$ cat config.mk
export PLATFORM = sky130hd
export DESIGN_NAME = midi_track_note_extractor_flat
export DESIGN_NICKNAME = d
export VERILOG_FILES = /design/src/sv/mtne_pkg.sv /design/src/sv/mtne_if.sv /design/src/sv/mtne_front.sv /design/src/sv/mtne_queue.sv /design/src/sv/mtne_back.sv /design/src/sv/midi_track_note_extractor.sv /design/src/flat_wrapper.sv
export SDC_FILE = /design/constraint.sdc
export NUM_CORES = 1
export LEC_CHECK = 0
export BUFFER_PORTS_ARGS = -buffer_cell sky130_fd_sc_hd__buf_2
export CAP_MARGIN = 15
export CELL_PAD_IN_SITES_DETAIL_PLACEMENT = 0
export CELL_PAD_IN_SITES_GLOBAL_PLACEMENT = 1
export CORE_MARGIN = 2
export CORE_UTILIZATION = 25
export CTS_BUF_LIST = sky130_fd_sc_hd__clkbuf_8
export DETAILED_ROUTE_END_ITERATION = 6
export GPL_ROUTABILITY_DRIVEN = 0
export GPL_TIMING_DRIVEN = 1
export HOLD_SLACK_MARGIN = 0.08
export PLACE_DENSITY_LB_ADDON = 0.1
export SYNTH_ARGS = -nofsm -noshare
export SYNTH_HDL_FRONTEND = slang
export SYNTH_SLANG_ARGS = --single-unit
$ cat constraint.sdc
create_clock -name i_clk -period 4.3 [get_ports i_clk]
set_clock_uncertainty 0.05 [all_clocks]
set_input_delay 0.645 -clock i_clk [delete_from_list [all_inputs] [get_ports i_clk]]
set_output_delay 0.645 -clock i_clk [all_outputs]
set_load 0.01 [all_outputs]
$ cat src/sv/mtne_pkg.sv
// Shared types, widths and result codes of the MIDI track note extractor.
`default_nettype none
package mtne_pkg;

    localparam int MAX_CHUNK_BYTES_DEF = 65536;
    localparam int TIME_BITS_DEF       = 28;

    localparam int BYTE_W = 8;
    localparam int KIND_W = 2;
    localparam int TIME_W = 28;
    localparam int NOTE_W = 7;

    localparam logic [KIND_W-1:0] KIND_NOTE_ON   = 2'd0;
    localparam logic [KIND_W-1:0] KIND_NOTE_OFF  = 2'd1;
    localparam logic [KIND_W-1:0] KIND_TRACK_END = 2'd2;
    localparam logic [KIND_W-1:0] KIND_TOO_LONG  = 2'd3;

    typedef logic [TIME_W-1:0] t_time;

    typedef struct packed {
        logic [KIND_W-1:0] kind;
        t_time             event_time;
        logic [NOTE_W-1:0] note_number;
    } t_result;

    // results caused by one input byte; r1 only used when two is set
    typedef struct packed {
        logic    two;
        t_result r0;
        t_result r1;
    } t_group;

    typedef struct packed {
        logic   valid;
        t_group group;
    } t_push;

    typedef struct packed {
        logic halted;
    } t_front_stat;

endpackage
`default_nettype wire

$ cat src/sv/mtne_if.sv
// Stream interfaces for the byte input and the result output.
`default_nettype none
interface mtne_in_if;
    logic                      valid;
    logic                      ready;
    logic [mtne_pkg::BYTE_W-1:0] in_byte;

    modport source(output valid, output in_byte, input ready);
    modport sink(input valid, input in_byte, output ready);
endinterface

interface mtne_out_if;
    logic                      valid;
    logic                      ready;
    logic [mtne_pkg::KIND_W-1:0] kind;
    logic [mtne_pkg::TIME_W-1:0] event_time;
    logic [mtne_pkg::NOTE_W-1:0] note_number;
    logic                      last_of_run;

    modport source(output valid, output kind, output event_time, output note_number,
                   output last_of_run, input ready);
    modport sink(input valid, input kind, input event_time, input note_number,
                 input last_of_run, output ready);
endinterface
`default_nettype wire

$ cat src/sv/mtne_front.sv
// Front end: chunk and track event parser, one byte per transfer.
`default_nettype none
module mtne_front #(
    parameter int MAX_CHUNK_BYTES = mtne_pkg::MAX_CHUNK_BYTES_DEF,
    parameter int TIME_BITS       = mtne_pkg::TIME_BITS_DEF
) (
    input  wire logic            i_clk,
    input  wire logic            i_rst_n,
    mtne_in_if.sink              i_in,
    input  wire logic            i_full,
    output mtne_pkg::t_push      o_push,
    output mtne_pkg::t_front_stat o_stat
);

    localparam int CW = $clog2(MAX_CHUNK_BYTES + 1);

    localparam logic [3:0] PH_TYPE      = 4'd0;
    localparam logic [3:0] PH_LEN       = 4'd1;
    localparam logic [3:0] PH_SKIP      = 4'd2;
    localparam logic [3:0] PH_DELTA     = 4'd3;
    localparam logic [3:0] PH_STATUS    = 4'd4;
    localparam logic [3:0] PH_META_TYPE = 4'd5;
    localparam logic [3:0] PH_META_LEN  = 4'd6;
    localparam logic [3:0] PH_META_DATA = 4'd7;
    localparam logic [3:0] PH_DATA1     = 4'd8;
    localparam logic [3:0] PH_DATA2     = 4'd9;
    localparam logic [3:0] PH_HALT      = 4'd10;

    localparam logic [3:0] ST_NOTE_OFF = 4'h8;
    localparam logic [3:0] ST_NOTE_ON  = 4'h9;
    localparam logic [3:0] ST_CTRL     = 4'hB;
    localparam logic [3:0] ST_PROG     = 4'hC;
    localparam logic [7:0] ST_META     = 8'hFF;

    function automatic logic [7:0] f_tag(input logic [1:0] idx);
        logic [7:0] t;
        case (idx)
            2'd0:    t = 8'h4D;
            2'd1:    t = 8'h54;
            2'd2:    t = 8'h68;
            default: t = 8'h64;
        endcase
        return t;
    endfunction

    function automatic logic [3:0] f_after(input logic [7:0] s);
        logic [3:0] p;
        if (s == ST_META) begin
            p = PH_META_TYPE;
        end else if (s[7:4] == ST_NOTE_OFF || s[7:4] == ST_NOTE_ON ||
                     s[7:4] == ST_CTRL || s[7:4] == ST_PROG) begin
            p = PH_DATA1;
        end else begin
            p = PH_DELTA;
        end
        return p;
    endfunction

    function automatic mtne_pkg::t_result f_res(input logic [mtne_pkg::KIND_W-1:0] k,
                                                input mtne_pkg::t_time t,
                                                input logic [mtne_pkg::NOTE_W-1:0] n);
        mtne_pkg::t_result r;
        r.kind        = k;
        r.event_time  = t;
        r.note_number = n;
        return r;
    endfunction

    logic [3:0]           r_phase, n_phase;
    logic [1:0]           r_bc, n_bc;
    logic                 r_mthd, n_mthd;
    logic [31:0]          r_len, n_len;
    logic [CW-1:0]        r_left, n_left;
    logic [7:0]           r_rs, n_rs;
    logic [TIME_BITS-1:0] r_vlq, n_vlq;
    logic [TIME_BITS-1:0] r_time, n_time;
    logic                 r_pend, n_pend;
    logic [TIME_BITS-1:0] r_ptime, n_ptime;
    logic [6:0]           r_cur, n_cur;
    logic [6:0]           r_dnote, n_dnote;
    logic [27:0]          r_meta, n_meta;

    logic                 w_acc;
    logic [7:0]           w_b;
    logic [3:0]           w_eph;
    logic                 w_done;
    logic [31:0]          w_len;
    logic [TIME_BITS-1:0] w_vlq;
    logic [27:0]          w_meta;
    mtne_pkg::t_result    w_e0, w_e1;
    logic [1:0]           w_ecnt;

    assign i_in.ready = !i_full;
    assign w_acc      = i_in.valid && !i_full;
    assign w_b        = i_in.in_byte;

    always_comb begin
        n_phase = r_phase;
        n_bc    = r_bc;
        n_mthd  = r_mthd;
        n_len   = r_len;
        n_left  = r_left;
        n_rs    = r_rs;
        n_vlq   = r_vlq;
        n_time  = r_time;
        n_pend  = r_pend;
        n_ptime = r_ptime;
        n_cur   = r_cur;
        n_dnote = r_dnote;
        n_meta  = r_meta;
        w_eph   = r_phase;
        w_done  = 1'b0;
        w_len   = {r_len[23:0], w_b};
        w_vlq   = {r_vlq[TIME_BITS-8:0], w_b[6:0]};
        w_meta  = {r_meta[20:0], w_b[6:0]};
        w_e0    = '0;
        w_e1    = '0;
        w_ecnt  = 2'd0;

        case (r_phase)
            PH_HALT: begin
            end
            PH_TYPE: begin
                n_mthd = (r_bc == 2'd0) ? (w_b == f_tag(r_bc))
                                        : (r_mthd && (w_b == f_tag(r_bc)));
                n_bc = r_bc + 2'd1;
                if (r_bc == 2'd3) begin
                    n_len   = '0;
                    n_phase = PH_LEN;
                end
            end
            PH_LEN: begin
                n_len = w_len;
                n_bc  = r_bc + 2'd1;
                if (r_bc == 2'd3) begin
                    if (w_len > 32'(MAX_CHUNK_BYTES)) begin
                        w_e0    = f_res(mtne_pkg::KIND_TOO_LONG, '0, '0);
                        w_ecnt  = 2'd1;
                        n_phase = PH_HALT;
                    end else begin
                        n_left = w_len[CW-1:0];
                        if (r_mthd) begin
                            n_phase = (w_len == 32'd0) ? PH_TYPE : PH_SKIP;
                        end else begin
                            n_time  = '0;
                            n_pend  = 1'b0;
                            n_ptime = '0;
                            n_vlq   = '0;
                            n_phase = PH_DELTA;
                            if (w_len == 32'd0) begin
                                w_e0    = f_res(mtne_pkg::KIND_TRACK_END, '0, '0);
                                w_ecnt  = 2'd1;
                                n_phase = PH_TYPE;
                                n_bc    = 2'd0;
                            end
                        end
                    end
                end
            end
            PH_SKIP: begin
                n_left = r_left - CW'(1);
                if (n_left == '0) begin
                    n_phase = PH_TYPE;
                end
            end
            default: begin
                w_done = 1'b0;
                if (r_phase == PH_STATUS) begin
                    if (w_b[7]) begin
                        n_rs    = w_b;
                        n_phase = f_after(w_b);
                        w_done  = 1'b1;
                    end else begin
                        w_eph = f_after(r_rs);
                    end
                end
                if (!w_done) begin
                    case (w_eph)
                        PH_DELTA: begin
                            if (w_b[7]) begin
                                n_vlq = w_vlq;
                            end else begin
                                n_vlq = '0;
                                if (w_vlq != '0 && r_pend) begin
                                    w_e0   = f_res(mtne_pkg::KIND_NOTE_OFF,
                                                   mtne_pkg::t_time'(r_ptime), '0);
                                    w_ecnt = 2'd1;
                                    n_pend = 1'b0;
                                end
                                n_time  = r_time + w_vlq;
                                n_phase = PH_STATUS;
                            end
                        end
                        PH_META_TYPE: begin
                            n_meta  = '0;
                            n_phase = PH_META_LEN;
                        end
                        PH_META_LEN: begin
                            n_meta = w_meta;
                            if (!w_b[7]) begin
                                n_phase = (w_meta != '0) ? PH_META_DATA : PH_DELTA;
                            end
                        end
                        PH_META_DATA: begin
                            n_meta = r_meta - 28'd1;
                            if (n_meta == '0) begin
                                n_phase = PH_DELTA;
                            end
                        end
                        PH_DATA1: begin
                            if (r_rs[7:4] == ST_PROG) begin
                                n_phase = PH_DELTA;
                            end else begin
                                n_dnote = w_b[6:0];
                                n_phase = PH_DATA2;
                            end
                        end
                        PH_DATA2: begin
                            if (r_rs[7:4] == ST_NOTE_OFF) begin
                                if (r_dnote == r_cur) begin
                                    n_pend  = 1'b1;
                                    n_ptime = r_time;
                                end
                            end else if (r_rs[7:4] == ST_NOTE_ON) begin
                                n_cur  = r_dnote;
                                n_pend = 1'b0;
                                w_e0   = f_res(mtne_pkg::KIND_NOTE_ON,
                                               mtne_pkg::t_time'(r_time), r_dnote);
                                w_ecnt = 2'd1;
                            end
                            n_phase = PH_DELTA;
                        end
                        default: begin
                            n_phase = PH_DELTA;
                        end
                    endcase
                end

                n_left = (r_left != '0) ? (r_left - CW'(1)) : r_left;
                if (n_left == '0) begin
                    // chunk end: flush pending off, then track end
                    if (n_pend) begin
                        w_e0   = f_res(mtne_pkg::KIND_NOTE_OFF,
                                       mtne_pkg::t_time'(n_ptime), '0);
                        w_ecnt = 2'd1;
                        n_pend = 1'b0;
                    end
                    if (w_ecnt == 2'd0) begin
                        w_e0 = f_res(mtne_pkg::KIND_TRACK_END, '0, '0);
                    end else begin
                        w_e1 = f_res(mtne_pkg::KIND_TRACK_END, '0, '0);
                    end
                    w_ecnt  = w_ecnt + 2'd1;
                    n_phase = PH_TYPE;
                    n_bc    = 2'd0;
                end
            end
        endcase
    end

    always_comb begin
        o_push.valid    = w_acc && (w_ecnt != 2'd0);
        o_push.group.two = (w_ecnt == 2'd2);
        o_push.group.r0 = w_e0;
        o_push.group.r1 = w_e1;
        o_stat.halted   = (r_phase == PH_HALT);
    end

    always_ff @(posedge i_clk) begin
        if (!i_rst_n) begin
            r_phase <= PH_TYPE;
            r_bc    <= '0;
            r_mthd  <= 1'b1;
            r_len   <= '0;
            r_left  <= '0;
            r_rs    <= '0;
            r_vlq   <= '0;
            r_time  <= '0;
            r_pend  <= 1'b0;
            r_ptime <= '0;
            r_cur   <= '0;
            r_dnote <= '0;
            r_meta  <= '0;
        end else if (w_acc) begin
            r_phase <= n_phase;
            r_bc    <= n_bc;
            r_mthd  <= n_mthd;
            r_len   <= n_len;
            r_left  <= n_left;
            r_rs    <= n_rs;
            r_vlq   <= n_vlq;
            r_time  <= n_time;
            r_pend  <= n_pend;
            r_ptime <= n_ptime;
            r_cur   <= n_cur;
            r_dnote <= n_dnote;
            r_meta  <= n_meta;
        end
    end

endmodule
`default_nettype wire

$ cat src/sv/mtne_queue.sv
// Result-group queue between parser and output serializer.
`default_nettype none
module mtne_queue (
    input  wire logic             i_clk,
    input  wire logic             i_rst_n,
    input  wire mtne_pkg::t_push  i_push,
    input  wire logic             i_pop,
    output logic                  o_full,
    output logic                  o_head_valid,
    output mtne_pkg::t_group      o_head
);

    localparam int DEPTH = 4;
    localparam int AW    = $clog2(DEPTH);

    mtne_pkg::t_group r_mem [DEPTH];
    logic [AW-1:0]    r_wr, r_rd;
    logic [AW:0]      r_cnt;
    logic             w_wr_en, w_rd_en;

    assign o_full       = (r_cnt == (AW + 1)'(DEPTH));
    assign o_head_valid = (r_cnt != '0);
    assign o_head       = r_mem[r_rd];
    assign w_wr_en      = i_push.valid && !o_full;
    assign w_rd_en      = i_pop && o_head_valid;

    always_ff @(posedge i_clk) begin
        if (w_wr_en) begin
            r_mem[r_wr] <= i_push.group;
        end
    end

    always_ff @(posedge i_clk) begin
        if (!i_rst_n) begin
            r_wr  <= '0;
            r_rd  <= '0;
            r_cnt <= '0;
        end else begin
            if (w_wr_en) begin
                r_wr <= r_wr + AW'(1);
            end
            if (w_rd_en) begin
                r_rd <= r_rd + AW'(1);
            end
            case ({w_wr_en, w_rd_en})
                2'b10:   r_cnt <= r_cnt + (AW + 1)'(1);
                2'b01:   r_cnt <= r_cnt - (AW + 1)'(1);
                default: r_cnt <= r_cnt;
            endcase
        end
    end

endmodule
`default_nettype wire

$ cat src/sv/mtne_back.sv
// Back end: serializes queued result groups onto the output stream.
`default_nettype none
module mtne_back (
    input  wire logic             i_clk,
    input  wire logic             i_rst_n,
    input  wire logic             i_head_valid,
    input  wire mtne_pkg::t_group i_head,
    output logic                  o_pop,
    mtne_out_if.source            o_out
);

    logic              r_valid;
    logic              r_idx;
    mtne_pkg::t_group  r_group;
    mtne_pkg::t_result w_sel;
    logic              w_last, w_xfer, w_load;

    assign w_sel  = r_idx ? r_group.r1 : r_group.r0;
    assign w_last = r_idx || !r_group.two;
    assign w_xfer = r_valid && o_out.ready;
    assign w_load = !r_valid || (w_xfer && w_last);
    assign o_pop  = i_head_valid && w_load;

    assign o_out.valid       = r_valid;
    assign o_out.kind        = w_sel.kind;
    assign o_out.event_time  = w_sel.event_time;
    assign o_out.note_number = w_sel.note_number;
    assign o_out.last_of_run = w_last;

    always_ff @(posedge i_clk) begin
        if (w_load && i_head_valid) begin
            r_group <= i_head;
        end
    end

    always_ff @(posedge i_clk) begin
        if (!i_rst_n) begin
            r_valid <= 1'b0;
            r_idx   <= 1'b0;
        end else if (w_xfer && !w_last) begin
            r_idx <= 1'b1;
        end else if (w_load) begin
            r_valid <= i_head_valid;
            r_idx   <= 1'b0;
        end
    end

endmodule
`default_nettype wire

$ cat src/sv/midi_track_note_extractor.sv
// Top level of the MIDI track note extractor: parser, result queue, serializer.
//
//   channel  dir  payload                                        transfer
//   i_in     in   in_byte[7:0]                                   valid & ready
//   o_out    out  kind[1:0] event_time[27:0] note_number[6:0]
//                 last_of_run                                    valid & ready
//
// One input byte per cycle; the parser decodes each byte as it is accepted.
// A byte yields zero to two results; results leave one per cycle, so a run of
// two-result bytes is paced by the output port, absorbed by a 4-entry queue.
// Input ready drops only while that queue is full; output stalls back up into it.
// Synchronous active-low reset returns the parser to the chunk type field.
// A chunk length above the limit reports once, then all bytes are dropped.
`default_nettype none
module midi_track_note_extractor #(
    parameter int MAX_CHUNK_BYTES = mtne_pkg::MAX_CHUNK_BYTES_DEF,
    parameter int TIME_BITS       = mtne_pkg::TIME_BITS_DEF
) (
    input  wire logic i_clk,
    input  wire logic i_rst_n,
    mtne_in_if.sink   i_in,
    mtne_out_if.source o_out
);

    mtne_pkg::t_push       w_push;
    mtne_pkg::t_front_stat w_stat;
    mtne_pkg::t_group      w_head;
    logic                  w_full, w_head_valid, w_pop;

    mtne_front #(
        .MAX_CHUNK_BYTES(MAX_CHUNK_BYTES),
        .TIME_BITS      (TIME_BITS)
    ) u_front (
        .i_clk  (i_clk),
        .i_rst_n(i_rst_n),
        .i_in   (i_in),
        .i_full (w_full),
        .o_push (w_push),
        .o_stat (w_stat)
    );

    mtne_queue u_queue (
        .i_clk       (i_clk),
        .i_rst_n     (i_rst_n),
        .i_push      (w_push),
        .i_pop       (w_pop),
        .o_full      (w_full),
        .o_head_valid(w_head_valid),
        .o_head      (w_head)
    );

    mtne_back u_back (
        .i_clk       (i_clk),
        .i_rst_n     (i_rst_n),
        .i_head_valid(w_head_valid),
        .i_head      (w_head),
        .o_pop       (w_pop),
        .o_out       (o_out)
    );

`ifndef NO_ASSERTIONS
    a_halt_sticky: assert property (@(posedge i_clk) disable iff (!i_rst_n)
        w_stat.halted |=> w_stat.halted)
        else $error("halt state left without reset");

    a_halt_silent: assert property (@(posedge i_clk) disable iff (!i_rst_n)
        w_stat.halted |-> !w_push.valid)
        else $error("results queued after halt");

    a_no_overflow: assert property (@(posedge i_clk) disable iff (!i_rst_n)
        w_push.valid |-> !w_full)
        else $error("push into full queue");

    a_second_follows: assert property (@(posedge i_clk) disable iff (!i_rst_n)
        (o_out.valid && o_out.ready && !o_out.last_of_run) |=> o_out.valid)
        else $error("second result of a byte missing");
`endif

endmodule
`default_nettype wire

$ cat src/flat_wrapper.sv
// flat-port wrapper written by rule: the top's interface ports become plain ports
module midi_track_note_extractor_flat 
#(
    parameter int MAX_CHUNK_BYTES = mtne_pkg::MAX_CHUNK_BYTES_DEF,
    parameter int TIME_BITS       = mtne_pkg::TIME_BITS_DEF
)
  (i_clk, i_rst_n, i_in_valid, i_in_in_byte, i_in_ready, o_out_valid, o_out_kind, o_out_event_time, o_out_note_number, o_out_last_of_run, o_out_ready);
  mtne_in_if i_in_i ();
  mtne_out_if o_out_i ();
  input  wire logic i_clk;
  input  wire logic i_rst_n;
  input wire logic [$bits(i_in_i.valid)-1:0] i_in_valid;
  input wire logic [$bits(i_in_i.in_byte)-1:0] i_in_in_byte;
  output wire logic [$bits(i_in_i.ready)-1:0] i_in_ready;
  output wire logic [$bits(o_out_i.valid)-1:0] o_out_valid;
  output wire logic [$bits(o_out_i.kind)-1:0] o_out_kind;
  output wire logic [$bits(o_out_i.event_time)-1:0] o_out_event_time;
  output wire logic [$bits(o_out_i.note_number)-1:0] o_out_note_number;
  output wire logic [$bits(o_out_i.last_of_run)-1:0] o_out_last_of_run;
  input wire logic [$bits(o_out_i.ready)-1:0] o_out_ready;
  assign i_in_i.valid = i_in_valid;
  assign i_in_i.in_byte = i_in_in_byte;
  assign i_in_ready = i_in_i.ready;
  assign o_out_valid = o_out_i.valid;
  assign o_out_kind = o_out_i.kind;
  assign o_out_event_time = o_out_i.event_time;
  assign o_out_note_number = o_out_i.note_number;
  assign o_out_last_of_run = o_out_i.last_of_run;
  assign o_out_i.ready = o_out_ready;
  midi_track_note_extractor #(.MAX_CHUNK_BYTES(MAX_CHUNK_BYTES), .TIME_BITS(TIME_BITS)) u_core (.i_clk(i_clk), .i_rst_n(i_rst_n), .i_in(i_in_i), .o_out(o_out_i));
endmodule
### Yosys cells after proc, flatten, opt, wreduce, memory -nomap -nowiden

Memories as Yosys holds them, arrays and structs flattened. A register that Yosys moved wholly into a read port is not among the register bits.
Cells that the tools add are included.

| operators by class | value |
|---|---|
| add/subtract/negate cells | 9 |
| multiply operators | 0 |
| divide/modulo/power cells | 0 |
| order comparisons | 1 |
| eq/ne operators | 36 |
| shift operators | 0 |
| muxes and demuxes | 111 |
| bitwise operators | 9 |
| reductions and logical operators | 57 |

Operator list:

| operator | number |
|---|---|
| $mux W37 | 11 |
| $mux W28 | 10 |
| $pmux W28 S2 | 2 |
| $mux W36 | 3 |
| $pmux W28 S3 | 1 |
| $mux W4 | 19 |
| $pmux W37 S2 | 1 |
| $pmux W36 S2 | 1 |
| $mux W35 | 2 |
| $mux W21 | 3 |
| $reduce_bool A28 Y1 | 2 |
| $mux W17 | 3 |
| $pmux W17 S3 | 1 |
| $pmux W24 S2 | 1 |
| $eq A4 B4 Y1 const B | 11 |
| $pmux W21 S2 | 1 |
| $logic_not A17 Y1 | 2 |
| $gt A32 B17 Y1 const B | 1 |
| $logic_not A32 Y1 | 1 |
| $add A28 B28 Y28 | 1 |
| $logic_not A28 Y1 | 1 |
| $mux W1 | 28 |
| $sub A28 B1 Y28 const B | 1 |
| $mux W2 | 12 |
| 44 further kinds | 104 |

| word-level totals | value |
|---|---|
| register bits after elaboration | 185 |
| bits in latches | 0 |
| memory bits (writable) | 300 |
| bits in read-only memories | 0 |
| input port bits | 12 |
| word-level logic and storage cells | 242 |
| memories kept | 1 |

Memory list:

| name | words | width | read ports | clocked after Yosys merged registers in | write ports | line | RTL |
|---|---|---|---|---|---|---|---|
| u_core.u_queue.r_mem | 4 | 75 | 1 | 1 | 1 | mtne_queue.sv:16 | `mtne_pkg::t_group r_mem [DEPTH];` |

### Depth between registers and ports, before layout

Gate-level depths: netlist of run 1.

| logic depth | value |
|---|---|
| depth after elaboration | 24 |
| depth in mapped cells | 17 |
| gate-level depth less buffers | 15 |

### Modules after synthesis

Synthesis of run 1 repeated with hierarchy kept, for this count alone.

| unflattened totals | value |
|---|---|
| cells, all modules | 2017 |
| area total of the unflattened synthesis | 25859.8 um^2 |

Modules (own cells, without submodules):

| module | times used | cells an instance | area an instance (um^2) | seq. area each (um^2) |
|---|---|---|---|---|
| mtne_front | 1 | 1449 | 11664.9 | 3523.4 |
| mtne_queue | 1 | 443 | 11307.1 | 9188.8 |
| mtne_back | 1 | 125 | 2887.8 | 2292.2 |

### Worst setup path after synthesis of run 1

OpenSTA, ideal clock, no wires.

| timing | value |
|---|---|
| kind | input port to flip-flop |
| start point | in o_out_ready |
| end point | reg u_core.u_queue.r_cnt[2] |
| setup time | 0.071 ns |
| arrival time | 3.970 ns |
| data required time | 4.179 ns |
| slack | 0.210 ns |
| stages | 7 |
| cells stage by stage | nand2_1 > a21oi_1 > ha_1 > fa_1 > xnor2_1 > or3_1 > a21oi_1 |

| between the ends | value |
|---|---|
| longest elaborated chain between the ends | 7 |
| elaborated cells on any way between the ends | 9 |

RTL lines:

| element | line | RTL |
|---|---|---|
| start: declaration | flat_wrapper.sv:20 | `input wire logic [$bits(o_out_i.ready)-1:0] o_out_ready;` |
| $logic_and A1 B1 Y1 (*) | mtne_back.sv:20 | `assign w_xfer = r_valid && o_out.ready;` |
| $logic_and A1 B1 Y1 (*) | mtne_back.sv:21 | `assign w_load = !r_valid \|\| (w_xfer && w_last);` |
| $logic_or A1 B1 Y1 (*) | mtne_back.sv:21 |  |
| $logic_and A1 B1 Y1 (*) | mtne_back.sv:22 | `assign o_pop = i_head_valid && w_load;` |
| net u_core.u_back.o_pop | mtne_back.sv:8 | `output logic o_pop,` |
| $logic_and A1 B1 Y1 (*) | mtne_queue.sv:25 | `assign w_rd_en = i_pop && o_head_valid;` |
| $eq A2 B1 Y1 or $eq A2 B2 Y1 (tied branches) | mtne_queue.sv:45 | `case ({w_wr_en, w_rd_en})` |
| $pmux W3 S2 or $reduce_bool A2 Y1 (tied branches) | - |  |
| end signal: assignment | mtne_queue.sv:46 | `2'b10: r_cnt <= r_cnt + (AW + 1)'(1);` |
| end signal: assignment | mtne_queue.sv:47 | `2'b01: r_cnt <= r_cnt - (AW + 1)'(1);` |
| end signal: assignment | mtne_queue.sv:48 | `default: r_cnt <= r_cnt;` |
| end: declaration | mtne_queue.sv:18 | `logic [AW:0] r_cnt;` |

The timed path passes the listed nets; every way through them passes the cells marked *.
A chain may end at the register's enable or synchronous reset.

### Worst setup path after layout of run 1

| timing | value |
|---|---|
| start point | reg u_core.u_front.r_left[2] |
| end point | reg u_core.u_queue.r_cnt[2] |

| between the ends | value |
|---|---|
| longest elaborated chain between the ends | 10 |
| elaborated cells on any way between the ends | 13 |

RTL lines:

| element | line | RTL |
|---|---|---|
| start: declaration | mtne_front.sv:73 | `logic [CW-1:0] r_left, n_left;` |
| start signal: assignment | mtne_front.sv:289 | `r_left <= n_left;` |
| $sub A17 B1 Y17 or $reduce_bool A17 Y1 (tied branches) | mtne_front.sv:239 | `n_left = (r_left != '0) ? (r_left - CW'(1)) : r_left;` |
| $mux W17 (*) | mtne_front.sv:239 |  |
| $logic_not A17 Y1 (*) | mtne_front.sv:240 | `if (n_left == '0) begin` |
| $mux W2 (*) | mtne_front.sv:240 |  |
| $pmux W2 S2 (*) | mtne_front.sv:120 | `case (r_phase)` |
| $reduce_bool A2 Y1 (*) | mtne_front.sv:262 | `o_push.valid = w_acc && (w_ecnt != 2'd0);` |
| $logic_and A1 B1 Y1 (*) | mtne_front.sv:262 |  |
| $logic_and A1 B1 Y1 (*) | mtne_queue.sv:24 | `assign w_wr_en = i_push.valid && !o_full;` |
| $eq A2 B1 Y1 or $eq A2 B2 Y1 (tied branches) | mtne_queue.sv:45 |  |
| $pmux W3 S2 or $reduce_bool A2 Y1 (tied branches) | - |  |

Every way passes the cells marked *; elsewhere a longest branch is shown, timed or not.

==> metrics.yaml, run 1 <==
run_status:
  status: "finished clean"
power_and_ir_drop:
  p_clk_share_pct: 40.7
  combPwrFrac_pct: 12.3
  p_sw_w: 0.002439
  p_int_w: 0.006395
  p_sw_share_pct: 27.61
  irDropWorstVdd_mv: 0.2255
  p_leak_nw: 7.713
  share_seq_of_total_power_pct: 47.0
  power.density_nw_per_um2: 417.0
final_layout:
  layout_commonest_cell: "edfxtp_1"
  final_cell_mix: "edfxtp_1, nor2_1, dfxtp_1, nand2_1, a21oi_1"
  drive_gt1_share_pct: 17.48
  fill_cells: 7496
  post-route-util_pct: 29.58
  final_nets: 1831
  area_delta_synth_final_pct: 16.92
die:
  rows: 98
  die_w_um: 273.2
  core_area_um2: 71610
  initial_utilization_pct: 25.30
  io_pins: 52
  die_area_um2: 74640
  die_h_um: 273.2
cts:
  cts_root_buf: "clkbuf_8"
  cts_buffers: 75
  cts_tree: "built"
  clock_latency_ns: 0.67
  clock_sinks: 380
  cts_max_level: 3
  clk_path_buf_depth: 3
  clk_pin_slew_worst_paths_ns: 0.06
placed_design:
  hpwl_um: 34890
  dpl_worst_slack_ns: 0.3231
  numPortBuffers: 51
global_route:
  grt_pass1_vias: 13365
  grt_antenna_before_repair: 5
  globalRouteOverflowTotal: 0
  grt_usage_pct: 14.35
  grt_pass1_wl_um: 82630
  grt_max_degree: 65
worst_setup_path:
  worst-path-max-fanout: 9
  reg2reg_from: "u_core.u_front.r_left[2]"
  crit_start: "u_core.u_front.r_left[2]"
  cp_data_arrival_time_ns: 4.52
  cp-start-kind: "flip-flop"
  crit_required_ns: 4.84
  crit_type: "reg2reg"
  endpoint_kind: "flip-flop"
sta:
  slew_headroom_pct: 30.83
  fin_crit_sh_pct: 92.49
  max_freq_mhz: 251.5
  setup_tns_ns: 0
  rsz0062_at_grt: "no"
  hold_viol: 0
  fin_ws_ns: 0.3231
  worstMarginPinSlew_ns: 1.031
  period_minus_slack_ns: 3.977
  setup_viol: 0
  drv_slew: 0
logic_synthesis:
  avgSynthCellArea_um2: 10.69
  synth.distinct_cells: 74
  ys_seq_area_share_pct: 52.76
  postSynthCellCount: 1695
  synth_area_um2: 18120
  async_flop_share_pct: 0
  ys_seq_elements: 380
  synth-main-ff-cell: "edfxtp_1"
  synth_edf_count: 195
  syn_nets: 1752
  ys_warn_count: 0
drt:
  drt.antenna.violating_nets: 0
  viasPerCell: 4.774
  drt_iter0_drc: 771
  firstDrtPassIters: 5
  vias: 13280
  drcViolationCount: 0
  routedWlPerCell_um: 19.11
  wl_um: 53180
worst_hold_path:
  min-delay-start: "o_out_ready"
  hold_path.class: "in2reg"
flow_run:
  maxCapViolCount: 0
-- per-stage QoR --
| step | power (W) | cells | area, um^2 | hold WS [ns] |
|---|---|---|---|---|
| after floorplan | 0.004921 | 1695 | 18120 | 0.3988 |
| after global placement | 0.005365 | 2646 | 19700 | 0.4270 |
| after detailed placement | 0.005362 | 2646 | 19700 | 0.4297 |
| after CTS | 0.009062 | 2780 | 21170 | 0.1656 |
| after global routing | 0.009339 | 2782 | 21180 | 0.1777 |
| final | 0.008835 | 2782 | 21180 | 0.2324 |
-- metal layers --
metal	track usage, %	vias up	share of wire [%]
met1	20.02	6493	49
met4	4.127	4	1.9
met2	22.34	224	44
met3	3.026	69	4.2
met5	0	-	0.047
li1	-	6490	-
-- repair_timing --
action / 4_1_cts / 5_1_grt
setup buffers: 0 / 0
resized for setup: 0 / 1
hold buffers: 0 / 0
setup endpoints to repair: 0 / 1
endpoints found under the hold margin: 0 / 0
-- layout make-up --
cell class	instances	area, um^2	area share, %
inverters	28	110.1	0.5198
diodes	1	2.502	0.01181
clock inverters	52	337.8	1.595
clock buffers	82	1129	5.327
well taps	950	1189	5.611
flip-flops and latches	380	9563	45.14
multi-input cells	1171	8016	37.84
repair buffers	118	837.1	3.951
-- flip-flops by register name, summed over array words and instances (netlist names), 2 cells and up --
register                count
u_core.u_front.r_left      17
u_core.u_front.r_len       24
u_core.u_front.r_dnote      7
u_core.u_front.r_phase      4
u_core.u_back.r_group      39
u_core.u_front.r_meta      28
u_core.u_front.r_time      28
u_core.u_front.r_cur        7
u_core.u_front.r_bc         2
u_core.u_front.r_rs         8
u_core.u_queue.r_wr         2
u_core.u_queue.r_mem      156
u_core.u_queue.r_rd         2
u_core.u_queue.r_cnt        3
u_core.u_front.r_ptime     28
u_core.u_front.r_vlq       21
-- kinds of logic after synthesis --
kind of cell | share of synthesized area [%]
buf+inv | 3.225
mux | 6.401
simple gates | 16.34
flops | 52.76
compound gates | 15.28
xor+xnor | 2.804
fa+ha+maj | 3.190
-- power groups by stage --
stage          Clock, W  Sequential [W]  Combinational, W
2_1_floorplan         0         0.00417          0.000751
3_3_place_gp          0         0.00424           0.00113
3_5_place_dp          0         0.00424           0.00112
4_1_cts         0.00377         0.00416           0.00113
5_1_grt         0.00395         0.00418           0.00121
6_report        0.00359         0.00415           0.00109
-- synth_stat cells (all sizes together) (23+ instances only) --
master | instances | share of area [%]
nor2 | 196 | 4.1
edfxtp | 195 | 32
dfxtp | 185 | 20
nand2 | 124 | 2.6
clkbuf | 99 | 2.1
a21oi | 96 | 2.7
a22oi | 89 | 3.7
o21ai | 66 | 1.8
nor3 | 46 | 1.4
ha | 43 | 3.0
nor2b | 43 | 1.5
mux4 | 39 | 4.8
xnor2 | 36 | 1.7
or2 | 31 | 1.1
a22o | 29 | 1.4
mux2i | 27 | 1.5
a211oi | 26 | 1.1
inv | 26 | 0.54
nor4 | 26 | 1.1
a21o | 23 | 0.95
nand3 | 23 | 0.64
-- critical path, stage by stage, from the launching register on --
cell     delay (ns)
dfxtp_1        0.39
or4_4          0.64
nor3_2         0.36
nand3_1        0.14
xnor2_1        0.22
nor4_1         0.35
a21oi_1        0.17
a21oi_1        0.25
inv_1          0.08
ha_1           0.23
fa_1           0.44
xnor2_1        0.15
or3_1          0.30
a21oi_1        0.13
-- path summary, 6_finish.rpt --
check	endpoint	slack, ns	cells past startpoint
hold / removal	u_core.u_back.r_idx	0.23	3
setup reg to reg	u_core.u_queue.r_cnt[2]	0.32	13
hold reg to reg	u_core.u_front.r_vlq[19]	0.43	2
setup / recovery	u_core.u_queue.r_cnt[2]	0.32	13
(Power assumes the default switching activity.)
==> run 2: changes to the inputs <==
Settings changed: ABC_AREA set to 1.
==> metrics.yaml, run 2 <==
sta:
  worstMarginPinSlew_ns: 0.9499  # was 1.031 ns
  slew_headroom_pct: 36.58  # was 30.83%
  max_freq_mhz: 263.4  # was 251.5 MHz
  hold_slack_ns: 0.2160  # was 0.2324 ns
  fin_crit_sh_pct: 88.30  # was 92.49%
  setup_viol: 0  # unchanged
  rsz0062_at_grt: "no"  # unchanged
  period_minus_slack_ns: 3.797  # was 3.977 ns
  fin_ws_ns: 0.5030  # was 0.3231 ns
  drv_slew: 0  # unchanged
  hold_viol: 0  # unchanged
  setup_tns_ns: 0  # unchanged
cts:
  clock_sinks: 380  # unchanged
  hold_buffers: 0  # unchanged
  post-cts-setup-buffer-count: 0  # unchanged
  clk_path_buf_depth: 3  # unchanged
  cts_root_buf: "clkbuf_8"  # unchanged
  clk_pin_slew_worst_paths_ns: 0.06  # about the same
  cts_tree: "built"  # unchanged
  clock_latency_ns: 0.71  # was 0.67 ns
  cts_buffers: 77  # was 75
  cts_resized: 0  # unchanged
  cts_max_level: 3  # unchanged
drt:
  wl_met2_um: 33930  # was 23620 um
  drcViolationCount: 0  # unchanged
  wl_um: 72550  # was 53180 um
  top_layer_used: "met5"  # unchanged
  firstDrtPassIters: 5  # unchanged
  drt_iter0_drc: 985  # was 771
  wl_met1_um: 33910  # was 26290 um
  wl_met3_um: 2627  # was 2213 um
  drt.antenna.violating_nets: 0  # unchanged
  vias: 18136  # was 13280
  routedWlPerCell_um: 18.74  # was 19.11 um
  viasPerCell: 4.684  # was 4.774
worst_setup_path:
  cp_num_buf_inv: 2  # was 1
  cp.depth: 21  # was 13
  crit_path_cell_trace: "inv_1 -> ha_1 -> nand2_1 -> nor2_1 -> nand2_1 -> nand2_1 -> nand2_1 -> nand2_1 -> nand2_1 -> nor2_1 -> nand4_1 -> nand2_1 -> nand2_1 -> nand2_2 -> inv_2 -> ha_1 -> fa_1 -> a21oi_1 -> o21a_1 -> o21ai_0 -> a21oi_1"  # was or4_4 -> nor3_2 -> nand3_1 -> xnor2_1 -> nor4_1 -> a21oi_1 -> a21oi_1 -> inv_1 -> ha_1 -> fa_1 -> xnor2_1 -> or3_1 -> a21oi_1
  cpPeakStageDelay_ns: 0.44  # was 0.64 ns
  cp_data_arrival_time_ns: 4.36  # was 4.52 ns
  crit_type: "reg2reg"  # unchanged
  rr_worst_depth: 21  # was 13
  worst-path-max-fanout: 7  # was 9
  cp-start-kind: "flip-flop"  # unchanged
  cpMaxStageDelayCell: "fa_1"  # was or4_4
  endpoint_kind: "flip-flop"  # unchanged
  critical_path.most_common_cell: "nand2_1"  # was a21oi_1
  critPathTopFamily: "simple AND/OR/NAND/NOR gates"  # unchanged
  crit_required_ns: 4.87  # was 4.84 ns
logic_synthesis:
  synth_area_um2: 20550  # was 18120 um^2
  syn_nets: 2739  # was 1752
  ys_seq_area_share_pct: 46.51  # was 52.76%
  avgSynthCellArea_um2: 7.663  # was 10.69 um^2
  synth.distinct_cells: 54  # was 74
  yosys.area.top_type_share_pct: 28.49  # was 32.32%
  synth-main-ff-cell: "edfxtp_1"  # unchanged
  synth_edf_count: 195  # unchanged
  synth_commonest_cells: "nand2_1, nor2_1, o21ai_0, inv_1, a21oi_1"  # was nor2_1, edfxtp_1, dfxtp_1, nand2_1, clkbuf_1
  postSynthCellCount: 2682  # was 1695
  ys_warn_count: 0  # unchanged
  ys_seq_elements: 380  # unchanged
  async_flop_share_pct: 0  # unchanged
  synth_top_area_cell: "edfxtp_1"  # unchanged
  synth_area_leaders: "edfxtp_1, dfxtp_1, nand2_1"  # was edfxtp_1, dfxtp_1, mux4_2
  synth.most_common_cell: "nand2_1"  # was nor2_1
final_layout:
  reg.largest.list: "u_core.u_queue.r_mem x156, u_core.u_back.r_group x39"  # unchanged
  top_register: "u_core.u_queue.r_mem"  # unchanged
  largest_register_ffs: 156  # unchanged
  drive_gt1_share_pct: 10.46  # was 17.48%
  layout_commonest_cell: "nand2_1"  # was edfxtp_1
  final_nets: 2798  # was 1831
  final_cell_mix: "nand2_1, nor2_1, inv_1, o21ai_0, a21oi_1"  # was edfxtp_1, nor2_1, dfxtp_1, nand2_1, a21oi_1
  area_delta_synth_final_pct: 14.53  # was 16.92%
power_and_ir_drop:
  total_power_w: 0.01488  # was 0.008835 W
  share_seq_of_total_power_pct: 30.3  # was 47.0%
  p_sw_share_pct: 45.43  # was 27.61%
  power.density_nw_per_um2: 632.3  # was 417.0 nW/um^2
  irDropWorstVdd_mv: 0.5774  # was 0.2255 mV
  p_sw_w: 0.006761  # was 0.002439 W
  combPwrFrac_pct: 44.8  # was 12.3%
  p_clk_share_pct: 24.9  # was 40.7%
  p_leak_nw: 9.486  # was 7.713 nW
  p_int_w: 0.008121  # was 0.006395 W
placed_design:
  dpl_worst_slack_ns: 0.5254  # was 0.3231 ns
  hpwl_um: 50540  # was 34890 um
  numPortBuffers: 51  # unchanged
die:
  initial_utilization_pct: 25.15  # was 25.30%
  die_w_um: 290.7  # was 273.2 um
  core_area_um2: 81720  # was 71610 um^2
  die_h_um: 290.7  # was 273.2 um
  die_area_um2: 84520  # was 74640 um^2
  io_pins: 52  # unchanged
  rows: 105  # was 98
global_route:
  grt_pass1_vias: 18444  # was 13365
  grt_usage_pct: 17.17  # was 14.35%
  grt_max_degree: 80  # was 65
  grt_antenna_before_repair: 2  # was 5
  globalRouteOverflowTotal: 0  # unchanged
  grt_pass1_wl_um: 111800  # was 82630 um
run_status:
  status: "finished clean"  # unchanged
worst_hold_path:
  hold_path_depth: 3  # unchanged
  hold_path.class: "in2reg"  # unchanged
flow_run:
  maxCapViolCount: 0  # unchanged
==> run 2: cell count changes after synthesis, sizes merged, moves of 43 or more <==
cell,change
nor2,+253
nand2,+457
a21oi,+139
nand3,+64
o22ai,+45
o21ai,+208
inv,+220
a22oi,-72
nor2b,-43
==> run 2: kinds of logic after synthesis <==
group | share of synthesized area [%]
buffers and inverters | 7.677
flip-flops | 46.51
XOR/XNOR | 1.449
AO/OA/AOI/OAI | 16.10
adder cells (fa/ha/maj) | 2.813
AND/OR/NAND/NOR | 25.45
==> run 2: worst paths after layout <==
kind | from | slack (ns) | to
worst max-delay path | u_core.u_front.r_left[0] | 0.50 | u_core.u_queue.r_cnt[2]
worst min-delay path | o_out_ready | 0.22 | u_core.u_back.r_idx
worst max register to register | u_core.u_front.r_left[0] | 0.50 | u_core.u_queue.r_cnt[2]
worst min register to register | u_core.u_front.r_len[17] | 0.41 | u_core.u_front.r_len[17]
==> run 2: final cells by class <==
class                           instances  area [um^2]
Antenna cell                            1        2.502
Multi-Input combinational cell       1931         9465
Timing Repair Buffer                  102        715.7
Inverter                              249        938.4
Clock buffer                           87         1197
Clock inverter                         52        320.3
Sequential cell                       380         9560
Fill cell                            8900        58180
Tap cell                             1070         1339
==> run 2: power by group through the flow <==
stage,clock network [W],logic [W],registers (W)
after global routing,0.00403,0.00753,0.00455
after floorplan,0,0.00475,0.00450
after global placement,0,0.00681,0.00459
after CTS,0.00387,0.00673,0.00451
final,0.00371,0.00666,0.00451
after detailed placement,0,0.00671,0.00459
==> run 2: routing by layer <==
layer	vias up	global-route usage [%]
met5	-	0
met4	2	5.535
met3	108	2.768
met2	315	28.95
met1	8595	22.38
li1	9116	-
==> run 2: worst min-delay path, stage by stage <==
cell and delay, ns:
buf_2 0.12, o21ai_0 0.08, nor2_1 0.09
==> run 2: metrics by stage <==
step	std cells	cell area, um^2	util, %
3_5_place_dp	3732	22020	26.95
6_report	3872	23540	28.81
3_3_place_gp	3732	22020	26.95
4_1_cts	3871	23540	28.80
5_1_grt	3872	23540	28.81
2_1_floorplan	2682	20550	-
==> run 3: changes to the inputs <==
Settings changed: PLACE_DENSITY set to 0.5, PLACE_DENSITY_LB_ADDON 0.1 to unset.
==> metrics.yaml, run 3 (synthesis gave the netlist of run 2 again) <==
final_layout:
  fill_cells: 8960  # was 8900
  layout_commonest_cell: "nand2_1"  # unchanged
  drive_gt1_share_pct: 10.21  # was 10.46%
  largest_register_ffs: 156  # unchanged
  final_nets: 2798  # unchanged
  top_register: "u_core.u_queue.r_mem"  # unchanged
  reg.largest.list: "u_core.u_queue.r_mem x156, u_core.u_back.r_group x39"  # unchanged
  area_delta_synth_final_pct: 13.87  # was 14.53%
  stdcell_area_um2: 23400  # was 23540 um^2
  final_cell_mix: "nand2_1, nor2_1, inv_1, o21ai_0, a21oi_1"  # unchanged
cts:
  clock_sinks: 380  # unchanged
  cts_buffers: 73  # was 77
  hold_buffers: 0  # unchanged
  cts_tree: "built"  # unchanged
  cts_resized: 0  # unchanged
  cts_max_level: 3  # unchanged
  post-cts-setup-buffer-count: 0  # unchanged
  clock_latency_ns: 0.71  # about the same
  cts_root_buf: "clkbuf_8"  # unchanged
  clk_pin_slew_worst_paths_ns: 0.06  # about the same
  clk_path_buf_depth: 3  # unchanged
worst_setup_path:
  cpPeakStageDelay_ns: 0.45  # was 0.44 ns
  crit_type: "reg2reg"  # unchanged
  endpoint_kind: "flip-flop"  # unchanged
  cp-start-kind: "flip-flop"  # unchanged
  crit_required_ns: 4.89  # was 4.87 ns
  cpMaxStageDelayCell: "fa_1"  # unchanged
  cp_num_buf_inv: 2  # unchanged
  crit_path_cell_trace: "inv_1 -> ha_1 -> nand2_1 -> nor2_1 -> nand2_1 -> nand2_1 -> nand2_1 -> nand2_1 -> nand2_1 -> nor2_1 -> nand4_1 -> nand2_1 -> nand2_1 -> nand2_2 -> inv_2 -> ha_1 -> fa_1 -> a21oi_1 -> o21a_1 -> o21ai_0 -> a21oi_1"  # unchanged
  cp_data_arrival_time_ns: 4.29  # was 4.36 ns
  worst-path-max-fanout: 7  # unchanged
  critPathTopFamily: "simple AND/OR/NAND/NOR gates"  # unchanged
  critical_path.most_common_cell: "nand2_1"  # unchanged
placed_design:
  dpl_worst_slack_ns: 0.4974  # was 0.5254 ns
  numPortBuffers: 51  # unchanged
  place_area_um2: 21980  # was 22020 um^2
  hpwl_um: 48810  # was 50540 um
sta:
  setup_tns_ns: 0  # unchanged
  max_freq_mhz: 270.5  # was 263.4 MHz
  fin_ws_ns: 0.6030  # was 0.5030 ns
  setup_viol: 0  # unchanged
  fin_crit_sh_pct: 85.98  # was 88.30%
  hold_viol: 0  # unchanged
  worstMarginPinSlew_ns: 0.8767  # was 0.9499 ns
  rsz0062_at_grt: "no"  # unchanged
  drv_slew: 0  # unchanged
  period_minus_slack_ns: 3.697  # was 3.797 ns
  slew_headroom_pct: 41.10  # was 36.58%
global_route:
  grt_pass1_wl_um: 108200  # was 111800 um
  grt_max_degree: 80  # unchanged
  grt_pass1_vias: 18176  # was 18444
  grt_usage_pct: 16.53  # was 17.17%
  globalRouteOverflowTotal: 0  # unchanged
  grt_antenna_before_repair: 2  # unchanged
drt:
  drt_iter0_drc: 1042  # was 985
  wl_um: 70960  # was 72550 um
  drt.antenna.violating_nets: 0  # unchanged
  drcViolationCount: 3  # was 0
  viasPerCell: 4.724  # was 4.684
  vias: 18296  # was 18136
  firstDrtPassIters: 7  # was 5
  routedWlPerCell_um: 18.32  # was 18.74 um
flow_run:
  maxCapViolCount: 0  # unchanged
die:
  initial_utilization_pct: 25.15  # unchanged
  core_area_um2: 81720  # unchanged
  io_pins: 52  # unchanged
  die_area_um2: 84520  # unchanged
  die_h_um: 290.7  # unchanged
  rows: 105  # unchanged
  die_w_um: 290.7  # unchanged
power_and_ir_drop:
  p_leak_nw: 9.433  # was 9.486 nW
  irDropWorstVdd_mv: 0.5536  # was 0.5774 mV
  power.density_nw_per_um2: 625.1  # was 632.3 nW/um^2
run_status:
  status: "complete, but fails checks"  # was finished clean
  violations: "DRC"
worst_hold_path:
  hold_path.class: "in2reg"  # unchanged
-- run 3: path summary, 6_finish.rpt --
path                            startpoint                        to  slack (ns)  cells past startpoint
setup / recovery  u_core.u_front.r_left[0]   u_core.u_queue.r_cnt[2]        0.60                     21
hold / removal                 o_out_ready       u_core.u_back.r_idx        0.20                      3
setup reg to reg  u_core.u_front.r_left[0]   u_core.u_queue.r_cnt[2]        0.60                     21
hold reg to reg   u_core.u_front.r_len[16]  u_core.u_front.r_len[16]        0.41                      2
-- run 3: through the flow --
stage	total power (W)	instances	hold WS [ns]	utilization, %
2_1_floorplan	0.009248	2682	0.3909	-
3_3_place_gp	0.01137	3735	0.4006	26.90
3_5_place_dp	0.01126	3735	0.4042	26.90
4_1_cts	0.01482	3869	0.1446	28.61
5_1_grt	0.01585	3872	0.2278	28.64
6_report	0.01463	3873	0.1990	28.64
-- run 3: worst reg2reg max path: stages (launching register included) --
cell	delay [ns]
dfxtp_1	0.34
inv_1	0.18
ha_1	0.24
nand2_1	0.15
nor2_1	0.25
nand2_1	0.08
nand2_1	0.06
nand2_1	0.08
nand2_1	0.13
nand2_1	0.07
nor2_1	0.09
nand4_1	0.28
nand2_1	0.17
nand2_1	0.09
nand2_2	0.10
inv_2	0.12
ha_1	0.26
fa_1	0.45
a21oi_1	0.14
o21a_1	0.14
o21ai_0	0.07
a21oi_1	0.15
-- run 3: final cells by class --
type                       instances  area [um^2]  area share [%]
multi-input combinational       1931         9465           40.44
clock buffer                      82         1129           4.822
sequential                       380         9563           40.86
timing repair buffer             106        695.7           2.972
antenna                            3        7.507         0.03208
tap                             1070         1339           5.720
clock inverter                    52        266.5           1.139
inverter                         249        938.4           4.010
-- run 3: power breakdown --
group	internal (W)	switching [W]
clock	0.00177	0.00169
combinational	0.00191	0.00475
sequential	0.00427	0.000242
total	0.00795	0.00668
-- run 3: per-layer routing --
metal	GRT usage, %	share of wire (%)	vias up
met3	2.562	4.2	118
met4	6.003	2.8	2
li1	-	-	9103
met2	27.16	46	404
met5	0	0.023	-
met1	21.94	47	8669
